`config.mk`:
```
export PLATFORM = sky130hd
export DESIGN_NAME = credit_based_tx_rate_stepper_core_flat
export DESIGN_NICKNAME = d
export VERILOG_FILES = /design/src/hdl/cbtrs_pkg.sv /design/src/hdl/cbtrs_item_if.sv /design/src/hdl/cbtrs_result_if.sv /design/src/hdl/credit_based_tx_rate_stepper_core.sv /design/src/flat_wrapper.sv
export VERILOG_INCLUDE_DIRS = /design/src /design/src/hdl
export SDC_FILE = /design/constraint.sdc
export NUM_CORES = 1
export LEC_CHECK = 0
export ABC_CLOCK_PERIOD_IN_PS = 20900
export BUFFER_PORTS_ARGS = -buffer_cell sky130_fd_sc_hd__buf_2
export CAP_MARGIN = 20
export CORE_UTILIZATION = 61
export CTS_CLUSTER_DIAMETER = 80
export DETAILED_ROUTE_END_ITERATION = 7
export PLACE_DENSITY = 0.82
export RECOVER_POWER = 25
export SYNTH_ARGS = -nofsm -noshare
export SYNTH_HDL_FRONTEND = slang
export SYNTH_SLANG_ARGS = --single-unit
```
`constraint.sdc`:
```
create_clock -name clk -period 20.9 [get_ports clk]
set_input_delay 3.135 -clock clk [delete_from_list [all_inputs] [get_ports clk]]
set_output_delay 3.135 -clock clk [all_outputs]
set_load 0.1 [all_outputs]
```
`src/hdl/credit_based_tx_rate_stepper_core_defines.svh`:
```
// ----------------------------------------------------------------------------
// Assertion macros for the credit based transmit rate stepper
// Shared property wrappers; all sample on clk and are held off during reset.
// ----------------------------------------------------------------------------
`ifndef CREDIT_BASED_TX_RATE_STEPPER_CORE_DEFINES_SVH
`define CREDIT_BASED_TX_RATE_STEPPER_CORE_DEFINES_SVH

// Same-cycle implication.
`define CBTRS_ASSERT_NOW(lbl, ante, cons, msg) \
    lbl: assert property (@(posedge clk) disable iff (!rst_n) (ante) |-> (cons)) \
        else $error(msg);

// Next-cycle implication.
`define CBTRS_ASSERT_NEXT(lbl, ante, cons, msg) \
    lbl: assert property (@(posedge clk) disable iff (!rst_n) (ante) |=> (cons)) \
        else $error(msg);

`endif

```
`src/hdl/cbtrs_pkg.sv`:
```
// ----------------------------------------------------------------------------
// cbtrs_pkg
// Types and constants shared by the rate stepper interfaces and core.
// ----------------------------------------------------------------------------
package cbtrs_pkg;

    typedef enum logic
    {
        CMD_REPORT = 1'b0,
        CMD_TICK   = 1'b1
    } cmd_t;

    typedef enum logic
    {
        REG_RAISE_THRESHOLD = 1'b0,
        REG_RATE_COUNT      = 1'b1
    } reg_idx_t;

    localparam int RATE_W   = 4;
    localparam int TRIES_W  = 4;
    localparam int THR_W    = 8;
    localparam int RCNT_W   = 5;
    localparam int CNT_W    = 16;
    localparam int CREDIT_W = 8;
    localparam int ADDR_W   = 3;
    localparam int DATA_W   = 32;

    localparam logic [THR_W-1:0]  RAISE_THRESHOLD_RST = 8'd10;
    localparam logic [RCNT_W-1:0] RATE_COUNT_RST      = 5'd16;
    localparam int                RATE_CAP            = 16;

endpackage

```
`src/hdl/cbtrs_item_if.sv`:
```
// ----------------------------------------------------------------------------
// cbtrs_item_if
// Input channel: status report or update tick, valid/ready handshake.
// ----------------------------------------------------------------------------
interface cbtrs_item_if;

    logic                               valid;
    logic                               ready;
    logic                               command;
    logic                               acked;
    logic [cbtrs_pkg::RATE_W-1:0]       first_rate;
    logic [cbtrs_pkg::TRIES_W-1:0]      first_tries;

    modport source
    (
        output valid,
        input  ready,
        output command,
        output acked,
        output first_rate,
        output first_tries
    );

    modport sink
    (
        input  valid,
        output ready,
        input  command,
        input  acked,
        input  first_rate,
        input  first_tries
    );

endinterface

```
`src/hdl/cbtrs_result_if.sv`:
```
// ----------------------------------------------------------------------------
// cbtrs_result_if
// Result channel: current rate and retry fallbacks, valid/ready handshake.
// ----------------------------------------------------------------------------
interface cbtrs_result_if;

    logic                               valid;
    logic                               ready;
    logic [cbtrs_pkg::RATE_W-1:0]       current_rate;
    logic [cbtrs_pkg::RATE_W-1:0]       fallback_one;
    logic [cbtrs_pkg::RATE_W-1:0]       fallback_two;
    logic                               rate_changed;

    modport source
    (
        output valid,
        input  ready,
        output current_rate,
        output fallback_one,
        output fallback_two,
        output rate_changed
    );

    modport sink
    (
        input  valid,
        output ready,
        input  current_rate,
        input  fallback_one,
        input  fallback_two,
        input  rate_changed
    );

endinterface

```
`src/hdl/credit_based_tx_rate_stepper_core.sv`:
```
// ----------------------------------------------------------------------------
// credit_based_tx_rate_stepper_core
// Per-station transmit rate controller with credit based rate raising.
// ----------------------------------------------------------------------------
// Takes one beat per cycle while the result register is not stalled. A beat
// lands in an input register, is processed by the update logic against the
// rate/counter state, and the result is held in an output register. The state
// update (counters, credit and rate rule) sets the throughput of one beat per
// clock; a stalled result register holds one beat in the input register before
// the input side backs up.
// Reports count only when their first-attempt rate matches the current rate.
// A tick runs the decrease/credit/raise rule once. The APB port holds
// raise_threshold at 0x0 and rate_count at 0x4; write them only while idle.
// ----------------------------------------------------------------------------
`include "credit_based_tx_rate_stepper_core_defines.svh"

module credit_based_tx_rate_stepper_core
#(
    parameter int RATE_SLOTS = 16
)
(
    input  logic                                clk,
    input  logic                                rst_n,

    input  logic                                psel,
    input  logic                                penable,
    input  logic                                pwrite,
    input  logic [cbtrs_pkg::ADDR_W-1:0]        paddr,
    input  logic [cbtrs_pkg::DATA_W-1:0]        pwdata,
    output logic [cbtrs_pkg::DATA_W-1:0]        prdata,
    output logic                                pready,

    cbtrs_item_if.sink                          item,
    cbtrs_result_if.source                      result
);

    localparam int SLOT_CAP = (RATE_SLOTS > cbtrs_pkg::RATE_CAP) ?
                              cbtrs_pkg::RATE_CAP : RATE_SLOTS;
    localparam logic [cbtrs_pkg::RCNT_W-1:0] SLOT_CAP_W = cbtrs_pkg::RCNT_W'(SLOT_CAP);

    // ------------------------------------------------------------------
    // Configuration
    // ------------------------------------------------------------------
    logic [cbtrs_pkg::THR_W-1:0]    thr_reg;
    logic [cbtrs_pkg::RCNT_W-1:0]   rcnt_reg;
    logic                           cfg_wr;
    cbtrs_pkg::reg_idx_t            cfg_idx;

    assign pready  = 1'b1;
    assign cfg_wr  = psel && penable && pwrite;
    assign cfg_idx = cbtrs_pkg::reg_idx_t'(paddr[2]);

    always_ff @(posedge clk or negedge rst_n)
    begin
        if (!rst_n)
        begin
            thr_reg  <= cbtrs_pkg::RAISE_THRESHOLD_RST;
            rcnt_reg <= cbtrs_pkg::RATE_COUNT_RST;
        end
        else if (cfg_wr)
        begin
            case (cfg_idx)
                cbtrs_pkg::REG_RAISE_THRESHOLD: thr_reg  <= pwdata[cbtrs_pkg::THR_W-1:0];
                cbtrs_pkg::REG_RATE_COUNT:      rcnt_reg <= pwdata[cbtrs_pkg::RCNT_W-1:0];
                default:                        ;
            endcase
        end
    end

    always_comb
    begin
        case (cfg_idx)
            cbtrs_pkg::REG_RAISE_THRESHOLD:
                prdata = {{(cbtrs_pkg::DATA_W-cbtrs_pkg::THR_W){1'b0}}, thr_reg};
            cbtrs_pkg::REG_RATE_COUNT:
                prdata = {{(cbtrs_pkg::DATA_W-cbtrs_pkg::RCNT_W){1'b0}}, rcnt_reg};
            default:
                prdata = '0;
        endcase
    end

    // ------------------------------------------------------------------
    // Input register and handshake
    // ------------------------------------------------------------------
    logic                               in_valid_reg;
    logic                               in_cmd_reg;
    logic                               in_acked_reg;
    logic [cbtrs_pkg::RATE_W-1:0]       in_frate_reg;
    logic [cbtrs_pkg::TRIES_W-1:0]      in_tries_reg;
    logic                               out_valid_reg;
    logic                               in_fire;
    logic                               proc_fire;

    assign proc_fire  = in_valid_reg && (!out_valid_reg || result.ready);
    assign item.ready = !in_valid_reg || proc_fire;
    assign in_fire    = item.valid && item.ready;

    always_ff @(posedge clk or negedge rst_n)
    begin
        if (!rst_n)
        begin
            in_valid_reg <= 1'b0;
        end
        else if (in_fire)
        begin
            in_valid_reg <= 1'b1;
        end
        else if (proc_fire)
        begin
            in_valid_reg <= 1'b0;
        end
    end

    always_ff @(posedge clk)
    begin
        if (in_fire)
        begin
            in_cmd_reg   <= item.command;
            in_acked_reg <= item.acked;
            in_frate_reg <= item.first_rate;
            in_tries_reg <= item.first_tries;
        end
    end

    // ------------------------------------------------------------------
    // State
    // ------------------------------------------------------------------
    logic [cbtrs_pkg::RATE_W-1:0]       rate_reg,   rate_next;
    logic [cbtrs_pkg::CNT_W-1:0]        ok_reg,     ok_next;
    logic [cbtrs_pkg::CNT_W-1:0]        err_reg,    err_next;
    logic [cbtrs_pkg::CNT_W-1:0]        retry_reg,  retry_next;
    logic [cbtrs_pkg::CREDIT_W-1:0]     credit_reg, credit_next;

    // report path: 17-bit sums saturate at the 16-bit maximum
    logic [cbtrs_pkg::CNT_W:0]          ok_sum, err_sum, retry_sum;
    logic [cbtrs_pkg::CNT_W-1:0]        ok_rep, err_rep, retry_rep;
    logic [1:0]                         err_inc;
    logic                               rep_hit;

    // tick path
    logic                               is_tick;
    logic                               enough;
    logic [cbtrs_pkg::CNT_W:0]          frames;
    logic [19:0]                        ok_x3, err_x10, err_x10p;
    logic                               err_ge_thres, err_le_thres;
    logic                               c1, c2, c3, c4;
    logic [cbtrs_pkg::RATE_W-1:0]       r1, r2, r3a, r3;
    logic [5:0]                         r3x3;
    logic [cbtrs_pkg::CREDIT_W-1:0]     cr_a, cr_b;
    logic                               raise;
    logic [cbtrs_pkg::RCNT_W-1:0]       limit, r3_inc;
    logic [cbtrs_pkg::RATE_W-1:0]       r4;
    logic                               changed;

    assign is_tick = (in_cmd_reg == cbtrs_pkg::CMD_TICK);
    assign rep_hit = (in_frate_reg == rate_reg);

    always_comb
    begin
        if (!in_acked_reg)
            err_inc = 2'd2;
        else if (in_tries_reg > 4'd1)
            err_inc = 2'd1;
        else
            err_inc = 2'd0;
    end

    assign ok_sum    = {1'b0, ok_reg} + {{cbtrs_pkg::CNT_W{1'b0}}, in_acked_reg};
    assign err_sum   = {1'b0, err_reg} + {{(cbtrs_pkg::CNT_W-1){1'b0}}, err_inc};
    assign retry_sum = {1'b0, retry_reg} +
                       {{(cbtrs_pkg::CNT_W+1-cbtrs_pkg::TRIES_W){1'b0}}, in_tries_reg};
    assign ok_rep    = ok_sum[cbtrs_pkg::CNT_W]    ? '1 : ok_sum[cbtrs_pkg::CNT_W-1:0];
    assign err_rep   = err_sum[cbtrs_pkg::CNT_W]   ? '1 : err_sum[cbtrs_pkg::CNT_W-1:0];
    assign retry_rep = retry_sum[cbtrs_pkg::CNT_W] ? '1 : retry_sum[cbtrs_pkg::CNT_W-1:0];

    // thres = ok*3/10 without a divider:
    //   err >= thres  <=>  10*(err+1) > 3*ok
    //   err <= thres  <=>  10*err    <= 3*ok
    assign frames       = {1'b0, ok_reg} + {1'b0, err_reg};
    assign enough       = frames >= {{(cbtrs_pkg::CNT_W+1-cbtrs_pkg::THR_W){1'b0}}, thr_reg};
    assign ok_x3        = {3'b0, ok_reg, 1'b0} + {4'b0, ok_reg};
    assign err_x10      = {1'b0, err_reg, 3'b0} + {3'b0, err_reg, 1'b0};
    assign err_x10p     = err_x10 + 20'd10;
    assign err_ge_thres = err_x10p > ok_x3;
    assign err_le_thres = err_x10 <= ok_x3;

    assign c1 = enough && (err_reg != '0) && (ok_reg == '0);
    assign c2 = enough && (ok_reg < retry_reg);
    assign c3 = enough && err_ge_thres;

    assign r1   = (c1 && rate_reg != '0) ? rate_reg - 4'd1 : rate_reg;
    assign r2   = (c2 && r1 != '0) ? r1 - 4'd1 : r1;
    assign r3a  = (r2 != '0) ? r2 - 4'd1 : r2;
    assign r3x3 = {2'b0, r3a} + {1'b0, r3a, 1'b0};
    always_comb
    begin
        if (!c3)
            r3 = r2;
        else if (err_reg > ok_reg && r3a >= 4'd4)
            r3 = r3x3[5:2];
        else
            r3 = r3a;
    end

    // credit cleared by any decrease, then a good period may add one
    assign cr_a  = (c1 || c2 || c3) ? '0 : credit_reg;
    assign c4    = enough && err_le_thres && (cr_a != '1);
    assign cr_b  = c4 ? cr_a + 8'd1 : cr_a;
    assign raise = cr_b >= thr_reg;

    assign limit  = (rcnt_reg > SLOT_CAP_W) ? SLOT_CAP_W : rcnt_reg;
    assign r3_inc = {1'b0, r3} + 5'd1;
    assign r4     = (raise && r3_inc < limit) ? r3_inc[cbtrs_pkg::RATE_W-1:0] : r3;

    assign changed = is_tick && (r4 != rate_reg);

    always_comb
    begin
        rate_next   = rate_reg;
        ok_next     = ok_reg;
        err_next    = err_reg;
        retry_next  = retry_reg;
        credit_next = credit_reg;
        if (!is_tick)
        begin
            if (rep_hit)
            begin
                ok_next    = ok_rep;
                err_next   = err_rep;
                retry_next = retry_rep;
            end
        end
        else if (changed)
        begin
            rate_next   = r4;
            ok_next     = '0;
            err_next    = '0;
            retry_next  = '0;
            credit_next = '0;
        end
        else
        begin
            credit_next = raise ? '0 : cr_b;
            if (enough)
            begin
                ok_next    = '0;
                err_next   = '0;
                retry_next = '0;
            end
        end
    end

    always_ff @(posedge clk or negedge rst_n)
    begin
        if (!rst_n)
        begin
            rate_reg   <= '0;
            ok_reg     <= '0;
            err_reg    <= '0;
            retry_reg  <= '0;
            credit_reg <= '0;
        end
        else if (proc_fire)
        begin
            rate_reg   <= rate_next;
            ok_reg     <= ok_next;
            err_reg    <= err_next;
            retry_reg  <= retry_next;
            credit_reg <= credit_next;
        end
    end

    // ------------------------------------------------------------------
    // Result register
    // ------------------------------------------------------------------
    logic [cbtrs_pkg::RATE_W-1:0]   res_rate_reg;
    logic [cbtrs_pkg::RATE_W-1:0]   res_fb1_reg;
    logic [cbtrs_pkg::RATE_W-1:0]   res_fb2_reg;
    logic                           res_chg_reg;
    logic [cbtrs_pkg::RATE_W-1:0]   fb1, fb2, fb_dec;

    assign fb_dec = rate_next - 4'd1;
    assign fb1    = (rate_next != '0) ? fb_dec : '0;
    always_comb
    begin
        if (rate_next >= 4'd4)
            fb2 = fb_dec >> 1;
        else if (rate_next >= 4'd2)
            fb2 = rate_next - 4'd2;
        else
            fb2 = '0;
    end

    always_ff @(posedge clk or negedge rst_n)
    begin
        if (!rst_n)
        begin
            out_valid_reg <= 1'b0;
        end
        else if (proc_fire)
        begin
            out_valid_reg <= 1'b1;
        end
        else if (result.ready)
        begin
            out_valid_reg <= 1'b0;
        end
    end

    always_ff @(posedge clk)
    begin
        if (proc_fire)
        begin
            res_rate_reg <= rate_next;
            res_fb1_reg  <= fb1;
            res_fb2_reg  <= fb2;
            res_chg_reg  <= changed;
        end
    end

    assign result.valid        = out_valid_reg;
    assign result.current_rate = res_rate_reg;
    assign result.fallback_one = res_fb1_reg;
    assign result.fallback_two = res_fb2_reg;
    assign result.rate_changed = res_chg_reg;

    // ------------------------------------------------------------------
    // Assertions
    // ------------------------------------------------------------------
    `CBTRS_ASSERT_NEXT(a_report_keeps_rate, proc_fire && !is_tick, $stable(rate_reg),
        "report beat moved the rate")
    `CBTRS_ASSERT_NEXT(a_change_clears, proc_fire && changed,
        ok_reg == '0 && err_reg == '0 && retry_reg == '0 && credit_reg == '0,
        "rate change left counters set")
    `CBTRS_ASSERT_NEXT(a_idle_holds_state, !proc_fire,
        $stable(rate_reg) && $stable(ok_reg) && $stable(err_reg) &&
        $stable(retry_reg) && $stable(credit_reg),
        "state moved without a beat")
    `CBTRS_ASSERT_NOW(a_stall_only_when_full, in_valid_reg && !proc_fire,
        out_valid_reg && !result.ready,
        "input beat stalled with room in the result register")

endmodule

```
`src/flat_wrapper.sv`:
```
// flat-port wrapper written by rule: the top's interface ports become plain ports
module credit_based_tx_rate_stepper_core_flat 
#(
    parameter int RATE_SLOTS = 16
)
  (clk, rst_n, psel, penable, pwrite, paddr, pwdata, prdata, pready, item_valid, item_ready, item_command, item_acked, item_first_rate, item_first_tries, result_valid, result_ready, result_current_rate, result_fallback_one, result_fallback_two, result_rate_changed);
  cbtrs_item_if item_i ();
  cbtrs_result_if result_i ();
  input  logic clk;
  input  logic rst_n;
  input  logic psel;
  input  logic penable;
  input  logic pwrite;
  input  logic [cbtrs_pkg::ADDR_W-1:0] paddr;
  input  logic [cbtrs_pkg::DATA_W-1:0] pwdata;
  output logic [cbtrs_pkg::DATA_W-1:0] prdata;
  output logic pready;
  input wire logic [$bits(item_i.valid)-1:0] item_valid;
  output wire logic [$bits(item_i.ready)-1:0] item_ready;
  input wire logic [$bits(item_i.command)-1:0] item_command;
  input wire logic [$bits(item_i.acked)-1:0] item_acked;
  input wire logic [$bits(item_i.first_rate)-1:0] item_first_rate;
  input wire logic [$bits(item_i.first_tries)-1:0] item_first_tries;
  output wire logic [$bits(result_i.valid)-1:0] result_valid;
  input wire logic [$bits(result_i.ready)-1:0] result_ready;
  output wire logic [$bits(result_i.current_rate)-1:0] result_current_rate;
  output wire logic [$bits(result_i.fallback_one)-1:0] result_fallback_one;
  output wire logic [$bits(result_i.fallback_two)-1:0] result_fallback_two;
  output wire logic [$bits(result_i.rate_changed)-1:0] result_rate_changed;
  assign item_i.valid = item_valid;
  assign item_ready = item_i.ready;
  assign item_i.command = item_command;
  assign item_i.acked = item_acked;
  assign item_i.first_rate = item_first_rate;
  assign item_i.first_tries = item_first_tries;
  assign result_valid = result_i.valid;
  assign result_i.ready = result_ready;
  assign result_current_rate = result_i.current_rate;
  assign result_fallback_one = result_i.fallback_one;
  assign result_fallback_two = result_i.fallback_two;
  assign result_rate_changed = result_i.rate_changed;
  credit_based_tx_rate_stepper_core #(.RATE_SLOTS(RATE_SLOTS)) u_core (.clk(clk), .rst_n(rst_n), .psel(psel), .penable(penable), .pwrite(pwrite), .paddr(paddr), .pwdata(pwdata), .prdata(prdata), .pready(pready), .item(item_i), .result(result_i));
endmodule
```
==> impl_metrics.tcl <==
set metrics [dict create \
    status "complete, but fails checks" \
    violations "capacitance limit, slew limit" \
    cts_sinks 98 \
    end_kind "register" \
    drt-vias-per-instance 6.384 \
    postRouteAntennaNets 0 \
    cts_max_level 3 \
    numCtsBuffers 9 \
    hpwlAfterDp_um 22190 \
    overflow 0 \
    fmax_mhz 83.83 \
    gr-usage-all-layers_pct 32.08 \
    portBuffers 48 \
    drt_pass1_iterations 5 \
    cts_resized 0 \
    report.final.slew_viol_count 78 \
    clockBufferDepth 2 \
    dr_total_vias 10200 \
    avgSynthCellArea_um2 8.258 \
    synth_edf_count 23 \
    peakVddDrop_mv 0.1901 \
    power.density_nw_per_um2 75.54 \
    worst_setup_path_start_kind "register" \
    area_growth_pct 5.324 \
    grt_max_degree 53 \
    period_share_pct 57.08 \
    initial_core_util_pct 63.38 \
    ys_ff_latch 98 \
    critPathRequiredTime_ps 21010 \
    finalPower_w 0.0008844 \
    fin_worst_skew_ps 7.156 \
    io_pins 100 \
    routed_wl_um 28960 \
    ctsHoldBuffers 0 \
    hp-class "register to register" \
    grt_pass1_wl_um 46930 \
    fin_util_pct 66.76 \
    dieArea_um2 18770 \
    antenna_cells 0 \
    drc 0 \
    drt-initial-drc-count 760 \
    antenna_found_initial 0 \
    setup-violations-final 0 \
    layout_common_cells "ha_1 (158), a21oi_1 (108), nor2_1 (101)" \
    tritoncts "built" \
    period_needed_ps 11930 \
    setup_tns_ps 0 \
    final-hold-violation-count 0 \
    finalNetCount 1583 \
    cts_root_buf "clkbuf_16" \
    clk_pin_slew_ps 80 \
    slowest_delay_ps 530 \
    ys_warn_count 0 \
    fp.coreArea_um2 17540 \
    layout_commonest_cell "ha_1" \
    grt_pass1_vias 9479 \
    cp_max_fo 34 \
    crit_slowest_cell "dfrtp_1" \
    seqCellArea_um2 2571 \
    worstSkewPairLatency_ps 360 \
    nFillCells 1473 \
    worst_slack_ps 8971 \
    rows 48 \
    die_y_um 137.0 \
    tightest_slew_ps 2715 \
    maxSlewHeadroom_pct -80.99 \
    pre_cts_ws_ps 9106 \
    ys_types 87 \
    critical_path_arrival_ps 12040 \
    ys_async_sr_fraction_pct 76.53 \
    synthesis.area_um2 11120 \
    p_leak_nw 5.457 \
    multi_input_area_um2 7900 \
    drive_gt1_share_pct 8.382 \
    hold_ws_ps 502.2 \
    path_common_cell "a21oi_1" \
    die_w_um 137.0 \
    rsz0062_at_grt "no" \
    cap_violations 2 \
    place_congestion 0.9447 \
    crit_type "register to register" \
    post_drt_wl_per_cell_um 18.13 \
    ys_seq_area_share_pct 23.13 \
    synthFlopType "dfrtp_1" \
    syn_inst 1346 \
    post-cts-setup-buffers 0 \
]
area by class of cell:
type | instances | share of cell area, %
tap | 225 | 2.405
clock inverter | 7 | 0.6092
sequential | 98 | 21.96
timing repair buffer | 55 | 2.447
inverter | 99 | 3.174
multi-input combinational | 1104 | 67.48
clock buffer | 9 | 1.924
cells in the mapped netlist (all sizes together), types with 11 or more instances:
cell    number  share of area, %
nand2b      23               1.3
nand4       25               1.4
edfxtp      23               6.2
and2        15              0.84
a21o        28               1.9
xor2        25               2.0
o22ai       27               1.6
ha         158                18
inv         98               3.3
a211oi      44               3.0
buf         37               2.3
o21bai      11              0.74
dfrtp       72                16
nor3        26               1.2
nor2b       21               1.2
o21ai       91               4.1
clkbuf      31               1.0
xnor2       44               3.5
nand3       27               1.2
nand2       89               3.0
mux2        17               1.7
nor2       103               3.5
and3        28               1.6
a21oi      108               4.9
a31oi       13              0.73
critical path: cells and delay by family, from the launching register on:
kind            cells  cell delay (ps)
fa+ha+maj           6             1690
flops               1              530
buf+inv             3              860
compound gates     32             6220
xor+xnor            3              770
simple gates       13             1610
power by group:
group          total [W]  internal (W)  switching [W]
Clock           0.000169     0.0000842      0.0000853
Sequential      0.000243      0.000221      0.0000224
Combinational   0.000472      0.000148       0.000324
per-layer routing:
layer / part of all wire (%) / global-route usage [%]
met1: 43 / 41.77
met2: 47 / 53.70
met3: 6.4 / 4.370
met4: 2.9 / 12.33
met5: 0 / 0
final timing paths:
path	startpoint	to	slack (ps)	depth (start not counted)
max in group asynchronous	rst_n	u_core.thr_reg[5]	14510	2
worst min register to register	u_core.in_valid_reg	u_core.result.valid	500	1
worst min-delay path	u_core.in_valid_reg	u_core.result.valid	500	1
worst max register to register	u_core.ok_reg[1]	u_core.result.fallback_two[2]	8970	57
min in group asynchronous	rst_n	u_core.retry_reg[0]	3140	1
worst max-delay path	u_core.ok_reg[1]	u_core.result.fallback_two[2]	8970	57
kinds of logic after synthesis:
kind of cell | after synthesis | synth area share [%]
XOR/XNOR | 69 | 5.437
AND/OR/NAND/NOR | 404 | 18.38
flip-flops | 98 | 23.13
AO/OA/AOI/OAI | 416 | 24.91
buffers and inverters | 167 | 6.641
adder cells (fa/ha/maj) | 164 | 18.87
other | 2 | 0.06756
multiplexers | 26 | 2.566
metrics by stage:
stage,cells,area (um^2)
floorplan,1369,11200
global placement,1581,11420
detailed placement,1581,11420
CTS,1597,11720
global route,1597,11710
finish,1597,11710
No activity file was read; power rests on OpenSTA's default activity.
